<file path="config.mk">
export PLATFORM = sky130hd
export DESIGN_NAME = motor_speed_and_current_filter_core
export DESIGN_NICKNAME = d
export VERILOG_FILES = /design/src/rtl/mscf_pkg.sv /design/src/rtl/mscf_mul.sv /design/src/rtl/motor_speed_and_current_filter_core.sv
export SDC_FILE = /design/constraint.sdc
export NUM_CORES = 2
export LEC_CHECK = 0
export CAP_MARGIN = 15
export CORE_MARGIN = 3
export CORE_UTILIZATION = 40
export DETAILED_ROUTE_END_ITERATION = 7
export DONT_BUFFER_PORTS = 1
export GPL_TIMING_DRIVEN = 0
export PLACE_DENSITY = 0.56
export SLEW_MARGIN = 20
export SYNTH_ARGS = -nofsm -noshare
export SYNTH_HDL_FRONTEND = slang
export SYNTH_SLANG_ARGS = --single-unit
</file>
<file path="constraint.sdc">
create_clock -name clock -period 10.8 [get_ports clock]
set_clock_uncertainty 0.2 [all_clocks]
set_input_delay 1.08 -clock clock [delete_from_list [all_inputs] [get_ports clock]]
set_output_delay 1.08 -clock clock [all_outputs]
set_load 0.005 [all_outputs]
</file>
<file path="src/rtl/mscf_pkg.sv">
package mscf_pkg;

   localparam int DUTY_W    = 9;
   localparam int SPEED_W   = 16;
   localparam int ADC_W     = 16;
   localparam int GAIN_W    = 17;
   localparam int CUR_W     = 22;
   localparam int CSR_IDX_W = 2;
   localparam int CSR_DAT_W = 17;

   localparam int DUTY_MAX  = 400;

   // shared multiplier operands and product
   localparam int MUL_A_W   = 23;
   localparam int MUL_B_W   = 22;
   localparam int PROD_W    = MUL_A_W + MUL_B_W;
   localparam int FRAC_W    = 16;

   localparam logic signed [MUL_B_W-1:0] SCALE_Q16 = 22'sd1609170;
   localparam logic signed [CUR_W+1:0]   CUR_LIMIT = 24'sd1609216;
   localparam logic [GAIN_W-1:0]         GAIN_ONE  = 17'h10000;
   localparam logic signed [PROD_W-1:0]  RND_HALF  = 45'sd32768;

   // register indexes
   localparam logic [CSR_IDX_W-1:0] CSR_OFFSET_A = 2'd0;
   localparam logic [CSR_IDX_W-1:0] CSR_OFFSET_B = 2'd1;
   localparam logic [CSR_IDX_W-1:0] CSR_GAIN     = 2'd2;

   // item commands
   localparam logic CMD_SPEED   = 1'b0;
   localparam logic CMD_CURRENT = 1'b1;

endpackage

</file>
<file path="src/rtl/mscf_mul.sv">
module mscf_mul (
   input  logic                                  clock,
   input  logic                                  en,
   input  logic signed [mscf_pkg::MUL_A_W-1:0]   a,
   input  logic signed [mscf_pkg::MUL_B_W-1:0]   b,
   output logic signed [mscf_pkg::PROD_W-1:0]    p
);
   import mscf_pkg::*;

   logic signed [PROD_W-1:0] p_ff;
   logic signed [PROD_W-1:0] p_in;

   assign p_in = PROD_W'(a) * PROD_W'(b);

   always_ff @(posedge clock) begin
      if (en) begin
         p_ff <= p_in;
      end
   end

   assign p = p_ff;

endmodule

</file>
<file path="src/rtl/motor_speed_and_current_filter_core.sv">
// Channel   Direction  Handshake              Payload
// req_      in         req_valid / req_stall  cmd, motor_sel, speed_req, adc_sample
// rsp_      out        rsp_valid / rsp_stall  result_kind, motor_out, duty, reverse,
//                                             current_filtered
// csr_      in         csr_wr_en              csr_index, csr_wdata
//
// Speed item: the result is formed in ST_OUT and loaded into the output register.
// Current item: ST_MUL1, ST_SUB, ST_MUL2, ST_FIN, then ST_OUT; two passes through the one
// shared multiplier (scale, then filter gain), each product rounded before the subtract or add.
// One item at a time; req_stall is high from acceptance until the result is
// loaded into the output register, which then holds while rsp_stall is high.
// Synchronous reset: offsets 0, gain 1.0, both motors forward, filter state 0.
module motor_speed_and_current_filter_core (
   input  logic                                   clock,
   input  logic                                   reset,
   input  logic                                   req_valid,
   output logic                                   req_stall,
   input  logic                                   req_cmd,
   input  logic                                   req_motor_sel,
   input  logic signed [mscf_pkg::SPEED_W-1:0]    req_speed_req,
   input  logic [mscf_pkg::ADC_W-1:0]             req_adc_sample,
   output logic                                   rsp_valid,
   input  logic                                   rsp_stall,
   output logic                                   rsp_result_kind,
   output logic                                   rsp_motor_out,
   output logic [mscf_pkg::DUTY_W-1:0]            rsp_duty,
   output logic                                   rsp_reverse,
   output logic signed [mscf_pkg::CUR_W-1:0]      rsp_current_filtered,
   input  logic                                   csr_wr_en,
   input  logic [mscf_pkg::CSR_IDX_W-1:0]         csr_index,
   input  logic [mscf_pkg::CSR_DAT_W-1:0]         csr_wdata
);
   import mscf_pkg::*;

   localparam logic [2:0] ST_IDLE = 3'd0;
   localparam logic [2:0] ST_MUL1 = 3'd1;
   localparam logic [2:0] ST_SUB  = 3'd2;
   localparam logic [2:0] ST_MUL2 = 3'd3;
   localparam logic [2:0] ST_FIN  = 3'd4;
   localparam logic [2:0] ST_OUT  = 3'd5;

   logic [2:0]                 state_ff, state_in;
   logic [ADC_W-1:0]           off_a_ff, off_b_ff;
   logic [GAIN_W-1:0]          gain_ff;
   logic                       dir_ff [2];
   logic signed [CUR_W-1:0]    cur_ff [2];

   logic                       cmd_ff, sel_ff;
   logic signed [SPEED_W-1:0]  speed_ff;
   logic [ADC_W-1:0]           adc_ff;
   logic signed [MUL_A_W-1:0]  d_ff, d_in;
   logic signed [CUR_W-1:0]    y_ff, y_in;

   logic                       rsp_valid_ff;
   logic                       kind_ff, mot_ff, rev_ff;
   logic [DUTY_W-1:0]          duty_ff;
   logic signed [CUR_W-1:0]    curf_ff;

   logic                       accept, out_free, mul_en;
   logic [ADC_W-1:0]           off_sel;
   logic [GAIN_W-1:0]          gain_sat;
   logic signed [ADC_W:0]      diff, diff_adj;
   logic signed [MUL_A_W-1:0]  mul_a;
   logic signed [MUL_B_W-1:0]  mul_b;
   logic signed [PROD_W-1:0]   prod, rsum, rsh;
   logic signed [CUR_W-1:0]    x, y_cur;
   logic signed [CUR_W+1:0]    ysum;
   logic                       spd_neg, rev_new;
   logic [SPEED_W:0]           mag;
   logic [DUTY_W-1:0]          duty_new;

   assign accept   = req_valid && !req_stall;
   assign req_stall = (state_ff != ST_IDLE);
   assign out_free = !rsp_valid_ff || !rsp_stall;

   // current path
   assign off_sel  = sel_ff ? off_b_ff : off_a_ff;
   assign gain_sat = (gain_ff > GAIN_ONE) ? GAIN_ONE : gain_ff;
   assign diff     = $signed({1'b0, adc_ff}) - $signed({1'b0, off_sel});
   assign diff_adj = dir_ff[sel_ff] ? -diff : diff;
   assign y_cur    = cur_ff[sel_ff];

   assign mul_en = (state_ff == ST_MUL1) || (state_ff == ST_MUL2);
   assign mul_a  = (state_ff == ST_MUL1) ? MUL_A_W'(diff_adj) : d_ff;
   assign mul_b  = (state_ff == ST_MUL1) ? SCALE_Q16 : MUL_B_W'($signed({1'b0, gain_sat}));

   mscf_mul u_mul (
      .clock (clock),
      .en    (mul_en),
      .a     (mul_a),
      .b     (mul_b),
      .p     (prod)
   );

   // round to nearest, halves up
   assign rsum = prod + RND_HALF;
   assign rsh  = rsum >>> FRAC_W;
   assign x    = rsh[CUR_W-1:0];
   assign d_in = MUL_A_W'(x) - MUL_A_W'(y_cur);
   assign ysum = (CUR_W+2)'(y_cur) + rsh[CUR_W+1:0];

   always_comb begin
      priority if (ysum > CUR_LIMIT) begin
         y_in = CUR_LIMIT[CUR_W-1:0];
      end else if (ysum < -CUR_LIMIT) begin
         y_in = CUR_W'(-CUR_LIMIT);
      end else begin
         y_in = ysum[CUR_W-1:0];
      end
   end

   // speed path
   assign spd_neg  = speed_ff[SPEED_W-1];
   assign mag      = spd_neg ? (SPEED_W+1)'(-(SPEED_W+1)'(speed_ff))
                             : (SPEED_W+1)'(speed_ff);
   assign duty_new = (mag > (SPEED_W+1)'(DUTY_MAX)) ? DUTY_W'(DUTY_MAX) : mag[DUTY_W-1:0];
   assign rev_new  = spd_neg;

   always_comb begin
      state_in = state_ff;
      unique case (state_ff)
         ST_IDLE: begin
            if (accept) begin
               state_in = (req_cmd == CMD_CURRENT) ? ST_MUL1 : ST_OUT;
            end
         end
         ST_MUL1: state_in = ST_SUB;
         ST_SUB:  state_in = ST_MUL2;
         ST_MUL2: state_in = ST_FIN;
         ST_FIN:  state_in = ST_OUT;
         ST_OUT: begin
            if (out_free) begin
               state_in = ST_IDLE;
            end
         end
         default: state_in = ST_IDLE;
      endcase
   end

   always_ff @(posedge clock) begin
      if (reset) begin
         state_ff     <= ST_IDLE;
         rsp_valid_ff <= 1'b0;
         off_a_ff     <= '0;
         off_b_ff     <= '0;
         gain_ff      <= GAIN_ONE;
         dir_ff[0]    <= 1'b0;
         dir_ff[1]    <= 1'b0;
         cur_ff[0]    <= '0;
         cur_ff[1]    <= '0;
      end else begin
         state_ff <= state_in;
         if (csr_wr_en) begin
            unique case (csr_index)
               CSR_OFFSET_A: off_a_ff <= csr_wdata[ADC_W-1:0];
               CSR_OFFSET_B: off_b_ff <= csr_wdata[ADC_W-1:0];
               CSR_GAIN:     gain_ff  <= csr_wdata[GAIN_W-1:0];
               default: ;
            endcase
         end
         if (state_ff == ST_FIN) begin
            cur_ff[sel_ff] <= y_in;
         end
         if (state_ff == ST_OUT && out_free && cmd_ff == CMD_SPEED) begin
            dir_ff[sel_ff] <= rev_new;
         end
         if (state_ff == ST_OUT && out_free) begin
            rsp_valid_ff <= 1'b1;
         end else if (!rsp_stall) begin
            rsp_valid_ff <= 1'b0;
         end
      end
   end

   always_ff @(posedge clock) begin
      if (accept) begin
         cmd_ff   <= req_cmd;
         sel_ff   <= req_motor_sel;
         speed_ff <= req_speed_req;
         adc_ff   <= req_adc_sample;
      end
      if (state_ff == ST_SUB) begin
         d_ff <= d_in;
      end
      if (state_ff == ST_FIN) begin
         y_ff <= y_in;
      end
      if (state_ff == ST_OUT && out_free) begin
         kind_ff <= cmd_ff;
         mot_ff  <= sel_ff;
         if (cmd_ff == CMD_SPEED) begin
            duty_ff <= duty_new;
            rev_ff  <= rev_new;
            curf_ff <= '0;
         end else begin
            duty_ff <= '0;
            rev_ff  <= dir_ff[sel_ff];
            curf_ff <= y_ff;
         end
      end
   end

   assign rsp_valid            = rsp_valid_ff;
   assign rsp_result_kind      = kind_ff;
   assign rsp_motor_out        = mot_ff;
   assign rsp_duty             = duty_ff;
   assign rsp_reverse          = rev_ff;
   assign rsp_current_filtered = curf_ff;

endmodule

</file>
======== Word level (Yosys, flattened, before mapping) ========
Memories as Yosys holds them, arrays and structs flattened. A register that Yosys moved wholly into a read port is not among the register bits.
Cells that the tools add are included.
word-level totals
  register bits ........................... 206
  latch bits .............................. 0
  bits in writable memories ............... 46
  ROM bits ................................ 0
  input port bits ......................... 58
  logic and storage cells ................. 92
  memories kept ........................... 2
cells by class
  add/subtract/negate cells ............... 6
  $mul .................................... 1
  divide/modulo/power cells ............... 0
  order comparisons ....................... 4
  eq/ne operators ......................... 10
  shifts and indexed selects .............. 0
  muxes and demuxes ....................... 32
  bitwise gates (word level) .............. 1
  reductions and logical operators ........ 18
memories
  name    words  width  read ports  clocked after memory_dff  write ports  RTL line                                   source
  cur_ff  2      22     1           1                         2            motor_speed_and_current_filter_core.sv:46  logic signed [CUR_W-1:0] cur_ff [2];
  dir_ff  2      1      1           1                         2            motor_speed_and_current_filter_core.sv:45  logic dir_ff [2];
operators with widths
  cell                                                             count
  2-to-1 mux 22 bit                                                3
  2-to-1 mux 17 bit                                                3
  adder 40 x 17 -> 40 bit, second input constant                   1
  multiplier 23 x 22 -> 40 bit                                     1
  adder 24 bit                                                     1
  greater-than comparator 24 x 22 -> 1 bit, second input constant  1
  < comparator 24 x 22 -> 1 bit, second input constant             1
  2-to-1 mux 23 bit                                                1
  subtractor 22 x 22 -> 23 bit                                     1
  OR reduction 22 bit                                              1
  2-to-1 mux 21 bit                                                1
  2-to-1 mux 1 bit                                                 18
  one-hot mux 3 bit (6 select lines)                               1
  greater-than comparator 17 bit, second input constant            1
  greater-than comparator 17 x 9 -> 1 bit, second input constant   1
  negation 16 -> 17 bit                                            1
  negation 17 bit                                                  1
  subtractor 16 x 16 -> 17 bit                                     1
  2-to-1 mux 16 bit                                                1
  2-to-1 mux 3 bit                                                 3
  2-to-1 mux 9 bit                                                 1
  AND reduction 2 bit                                              4
  equality test 3 x 2 -> 1 bit, second input constant              2
  equality test 3 bit, second input constant                       2
  14 further kinds                                                 20

======== Depth between registers and ports, before layout ========
  word-level depth ........................ 9
  depth in mapped cells ................... 40

======== Hierarchy ========
Synthesis repeated with hierarchy kept, for this count alone.
second synthesis, totals
  cell total of the unflattened synthesis .. 3482
  area total of the unflattened synthesis .. 33268.2 µm²
by module, submodules not included
  module                               times used  cells an instance  area an instance (µm²)  sequential area each (µm²)
  mscf_mul                             1           2104               20015.4                 1351.3
  motor_speed_and_current_filter_core  1           1378               13252.7                 5855.6

======== Worst setup path after synthesis ========
No wires, ideal clock.
  kind .................................... reg2reg
  start ................................... register sel_ff
  end ..................................... register u_mul.p_ff[39], in the netlist u_mul.p[39], data pin
  library setup time ...................... 271 ps
  data arrival time ....................... 10277 ps
  data required time ...................... 10329 ps
  setup slack ............................. 52 ps
  stages on the path, launching flop included .. 41
  path buffers ............................ 2
  period minus slack after synthesis ...... 10748 ps
  cells stage by stage .................... edfxtp_1 > buf_1 > mux2_2 > ha_1 > inv_1 > fa_1 > a21o_1 > a21o_1 > a2111oi_4 > nor3_1 > or4_1 > and2_1 > nand2b_1 > o41ai_2 > mux2i_1 > inv_2 > buf_2 > a21oi_1 > [5 not listed] > inv_1 > fa_1 > fa_1 > fa_1 > inv_1 > fa_1 > inv_1 > ha_1 > a21o_1 > a21o_1 > a21o_1 > a21o_1 > a221o_1 > a21oi_1 > nand3_1 > and3_1 > a2111oi_0 > xnor2_1
between the ends
  cells in the longest elaborated chain, start to end .. 6
RTL lines
  element                           RTL line                                    source
  from (decl)                       motor_speed_and_current_filter_core.sv:48   logic cmd_ff, sel_ff;
  from (signal assigned)            motor_speed_and_current_filter_core.sv:178  sel_ff <= req_motor_sel;
  2-to-1 mux 16 bit (*)             motor_speed_and_current_filter_core.sv:77   assign off_sel = sel_ff ? off_b_ff : off_a_ff;
  subtractor 16 x 16 -> 17 bit (*)  motor_speed_and_current_filter_core.sv:79   assign diff = $signed({1'b0, adc_ff}) - $signed({1'b0, off_sel});
  negation 17 bit                   motor_speed_and_current_filter_core.sv:80   assign diff_adj = dir_ff[sel_ff] ? -diff : diff;
  2-to-1 mux 17 bit (*)             motor_speed_and_current_filter_core.sv:80
  2-to-1 mux 23 bit (*)             motor_speed_and_current_filter_core.sv:84   assign mul_a = (state_ff == ST_MUL1) ? MUL_A_W'(diff_adj) : d_ff;
  multiplier 23 x 22 -> 40 bit (*)  mscf_mul.sv:13                              assign p_in = PROD_W'(a) * PROD_W'(b);
  via u_mul.p_in[39]                mscf_mul.sv:11                              logic signed [PROD_W-1:0] p_in;
  to (signal assigned)              mscf_mul.sv:17                              p_ff <= p_in;
  to (decl)                         mscf_mul.sv:10                              logic signed [PROD_W-1:0] p_ff;
Mark *: on every way through the listed nets, which the timed path passes. The rest lies on a longest branch.
A chain may end at the register's enable or synchronous reset.

======== Worst setup path after layout ========
Ends and elaborated chain as after synthesis.

==> results.toml <==
[synthesis]
synthesis.yosys.warnings = 0
yosysTopAreaCellShare = 0.287
netlist.top_cell.by_area = "fa_1"
register_bit_total_from_synthesis = 238
syn-mean-instance-area_sq_um = 9.40
synth_unique_cells = 89
syn-cell-area_sq_mm = 0.0289
yosysSeqAreaShare = 0.229
synthTopCellsByArea = "fa_1 29%, edfxtp_1 19%, ha_1 8.4%"
fraction_of_synthesis_flops_using_an_asynchronous_set_or_reset_pin = 0
synth_edf_count = 184
synthFlopType = "edfxtp_1"
synth_fp_nets = 3740
syn-instance-count = 3075

[routing]
route.detailed.drc = 0
routed_wl_um = 90400
via_per_inst = 5.44
drt_iter0_markers = 1871
wl_per_cell_um = 22.0
num_vias = 22400
antenna_left = 0
drt_first_pass_iters = 6

[clock_tree]
clk-insertion-delay-late_ns = 0.57
htree_num_levels = 1
cts.reportedPaths.clkPinSlew_ns = 0.06
clock_tree_from_tritoncts = "yes"
numCtsBuffers = 27
cell_at_the_root_of_the_clock_tree = "clkbuf_16"
clock_sinks = 238
cts-hold-fix-buffers = 0
cts_buffer_depth = 3

[cells_and_area]
syn_to_final_growth_pct = 11.1
ff_latch_area_sq_mm = 0.00661
layout.filler_cells = 6771
most_common_cell_after_layout_fill_and_taps_aside = "inv_1"
multi_input_area_sq_mm = 0.0203
num_antenna_cells = 0
final_net_count = 3817
drive_above_1_share = 0.0851
commonest_non_fill_non_tap_cells_in_the_layout = "556 x inv_1, 411 x fa_1, 338 x nand2_1, 185 x ha_1, 184 x edfxtp_1"

[hold_path]
worstHoldStart = "off_b_ff[15]$_SDFFE_PP0P_"
timing.hold.worst.class = "reg -> reg"
holdPathEnd = "off_b_ff[15]$_SDFFE_PP0P_"
timing.hold.worst_path_depth = 2

[grt]
grt_start_max_net_pins = 27
grt_pass1_wl_um = 140000
first_global_vias = 23500
globalRouteTotalUtil = 0.244
overflow_left_after_global_routing = 0
grt_antenna_before_repair = 4

[floorplanning]
rows = 97
pin_count = 94
die_width_um = 275
placeableCoreArea_sq_mm = 0.0708
dieArea_sq_mm = 0.0755
dieHeight_um = 275
initial_core_util = 0.408

[critical_path]
cp-end-kind = "flip-flop"
r2r_path_start = "sel_ff$_DFFE_PP_"
worst_ep_required_time_ns = 10.89
critical_path.top_delay_family = "adder cells"
crit_path_top_delay_cell = "fa_1"
rr_endpoint = "u_mul.p[39]$_DFFE_PP_"
regToRegSetupSlack_ns = 0.03
timing.critical_path.from_type = "flip-flop"
ff2ff_path_depth = 39
cp.buffers_inverters = 8
path_max_fanout = 6
timing.critical_path.arrival_ns = 10.85
crit_path_max_incr_delay_ns = 0.55
crit_path_frequent_cell = "fa_1"
timing.setup.critical_path_class = "reg -> reg"

[run]
max-cap-violations = 0

[sta]
final_max_slew_viol_count = 0
post-route-period-util = 0.997
tightest_slew_ns = 1.17
setup-violations-final = 0
grt_setup_unrepaired = "true"
relSlewSlack = 0.211
achievable-frequency_ghz = 0.0929
fin_hold_ws_ns = 0.256
final-hold-violation-count = 0
final.min_clock_period_ns = 10.77

[placed_design]
dp_hpwl_um = 74000
routabilityCongestion = 1.01
portBuffers = 0

[run_status]
run_status = "finished, final reports clean"
## cell type report
| type | instances | area share |
|---|---|---|
| multi-input cells | 2126 | 0.632 |
| flip-flops and latches | 238 | 0.206 |
| inverters | 566 | 0.0664 |
| well taps | 940 | 0.0366 |
| clock buffers | 35 | 0.0236 |
| plain buffers | 144 | 0.0198 |
| repair buffers | 49 | 0.0135 |
| clock inverters | 13 | 0.00242 |
## worst max path at each step
stage / from / endpoint / slack [ns] / depth (start not counted)
floorplan: sel_ff$_DFFE_PP_ / u_mul.p[39]$_DFFE_PP_ / 0.05 / 40
global placement: sel_ff$_DFFE_PP_ / u_mul.p[39]$_DFFE_PP_ / -2.84 / 34
detailed placement: sel_ff$_DFFE_PP_ / u_mul.p[39]$_DFFE_PP_ / -2.92 / 37
CTS: sel_ff$_DFFE_PP_ / u_mul.p[39]$_DFFE_PP_ / 0.001 / 41
global route: sel_ff$_DFFE_PP_ / u_mul.p[39]$_DFFE_PP_ / -0.33 / 42
finish: sel_ff$_DFFE_PP_ / u_mul.p[39]$_DFFE_PP_ / 0.03 / 39
## metrics by stage
stage | instance area [sq um] | util | cells | TNS, ns | setup slack, ns
final | 32100 | 0.454 | 4111 | 0 | 0.0347
after global routing | 32100 | 0.454 | 4111 | -1.38 | -0.332
after CTS | 31600 | 0.446 | 4087 | 0 | 0.00123
after detailed placement | 30200 | 0.427 | 4018 | -45.05 | -2.92
after global placement | 30100 | 0.425 | 4015 | -46.97 | -2.84
after floorplan | 28900 | - | 3075 | 0 | 0.0521
## logic make-up (layout without fill, tap and decap cells)
kind of cell / after synthesis / after routing / share of synthesized area
buffers and inverters: 711 / 807 / 0.0938
adder cells (fa/ha/maj): 607 / 607 / 0.370
AO/OA/AOI/OAI: 480 / 480 / 0.109
AND/OR/NAND/NOR: 868 / 868 / 0.142
multiplexers: 50 / 50 / 0.0189
XOR/XNOR: 121 / 121 / 0.0367
flip-flops: 238 / 238 / 0.229
## worst register-to-register path: cells and delay by family, from the launching register on
family                   cells  cell delay, ns
AO/OA/AOI/OAI               14            3.59
XOR/XNOR                     1            0.12
adder cells (fa/ha/maj)     10            4.44
multiplexers                 1            0.24
buffers and inverters        8            0.71
flip-flops                   1            0.44
AND/OR/NAND/NOR              5            0.73
## cells in the mapped netlist, types with 15 or more instances
cell type,n
nor3_1,53
o21ai_0,67
o21a_1,18
and3_1,84
fa_1,414
nor4_1,15
a211oi_1,18
dfxtp_1,54
a21o_1,38
xor2_1,43
nand2_1,339
nor2_1,166
or3_1,15
clkbuf_1,119
mux2i_1,23
o211ai_1,16
xnor2_1,78
nor2b_1,19
and2_1,63
o21bai_1,15
nand3_1,36
a21oi_1,173
inv_1,563
ha_1,193
mux2_2,25
a31oi_1,31
nand2b_1,21
edfxtp_1,184
## layer usage
layer | track usage | wire (um)
met5 | 0 | 12
met3 | 0.0404 | 6820
met2 | 0.395 | 41400
met1 | 0.335 | 38300
met4 | 0.0789 | 3830
## sequential cells by signal (all words and copies together), names as in the netlist, 16 cells and up, named ones only
name and count:
cur_ff 44, u_mul.p 25, speed_ff 16, off_a_ff 16, rsp_current_filtered 22, d_ff 23
gain_ff 17, y_ff 22, off_b_ff 16, adc_ff 16
## timing repair
item,in CTS,in global routing
pin swaps,21,43
resized for setup,87,72
endpoints found under the setup margin,25,19
setup buffers,22,25
Power is not shown: default switching activity piles up to over one toggle a cycle in this logic, so the estimate is an artifact.
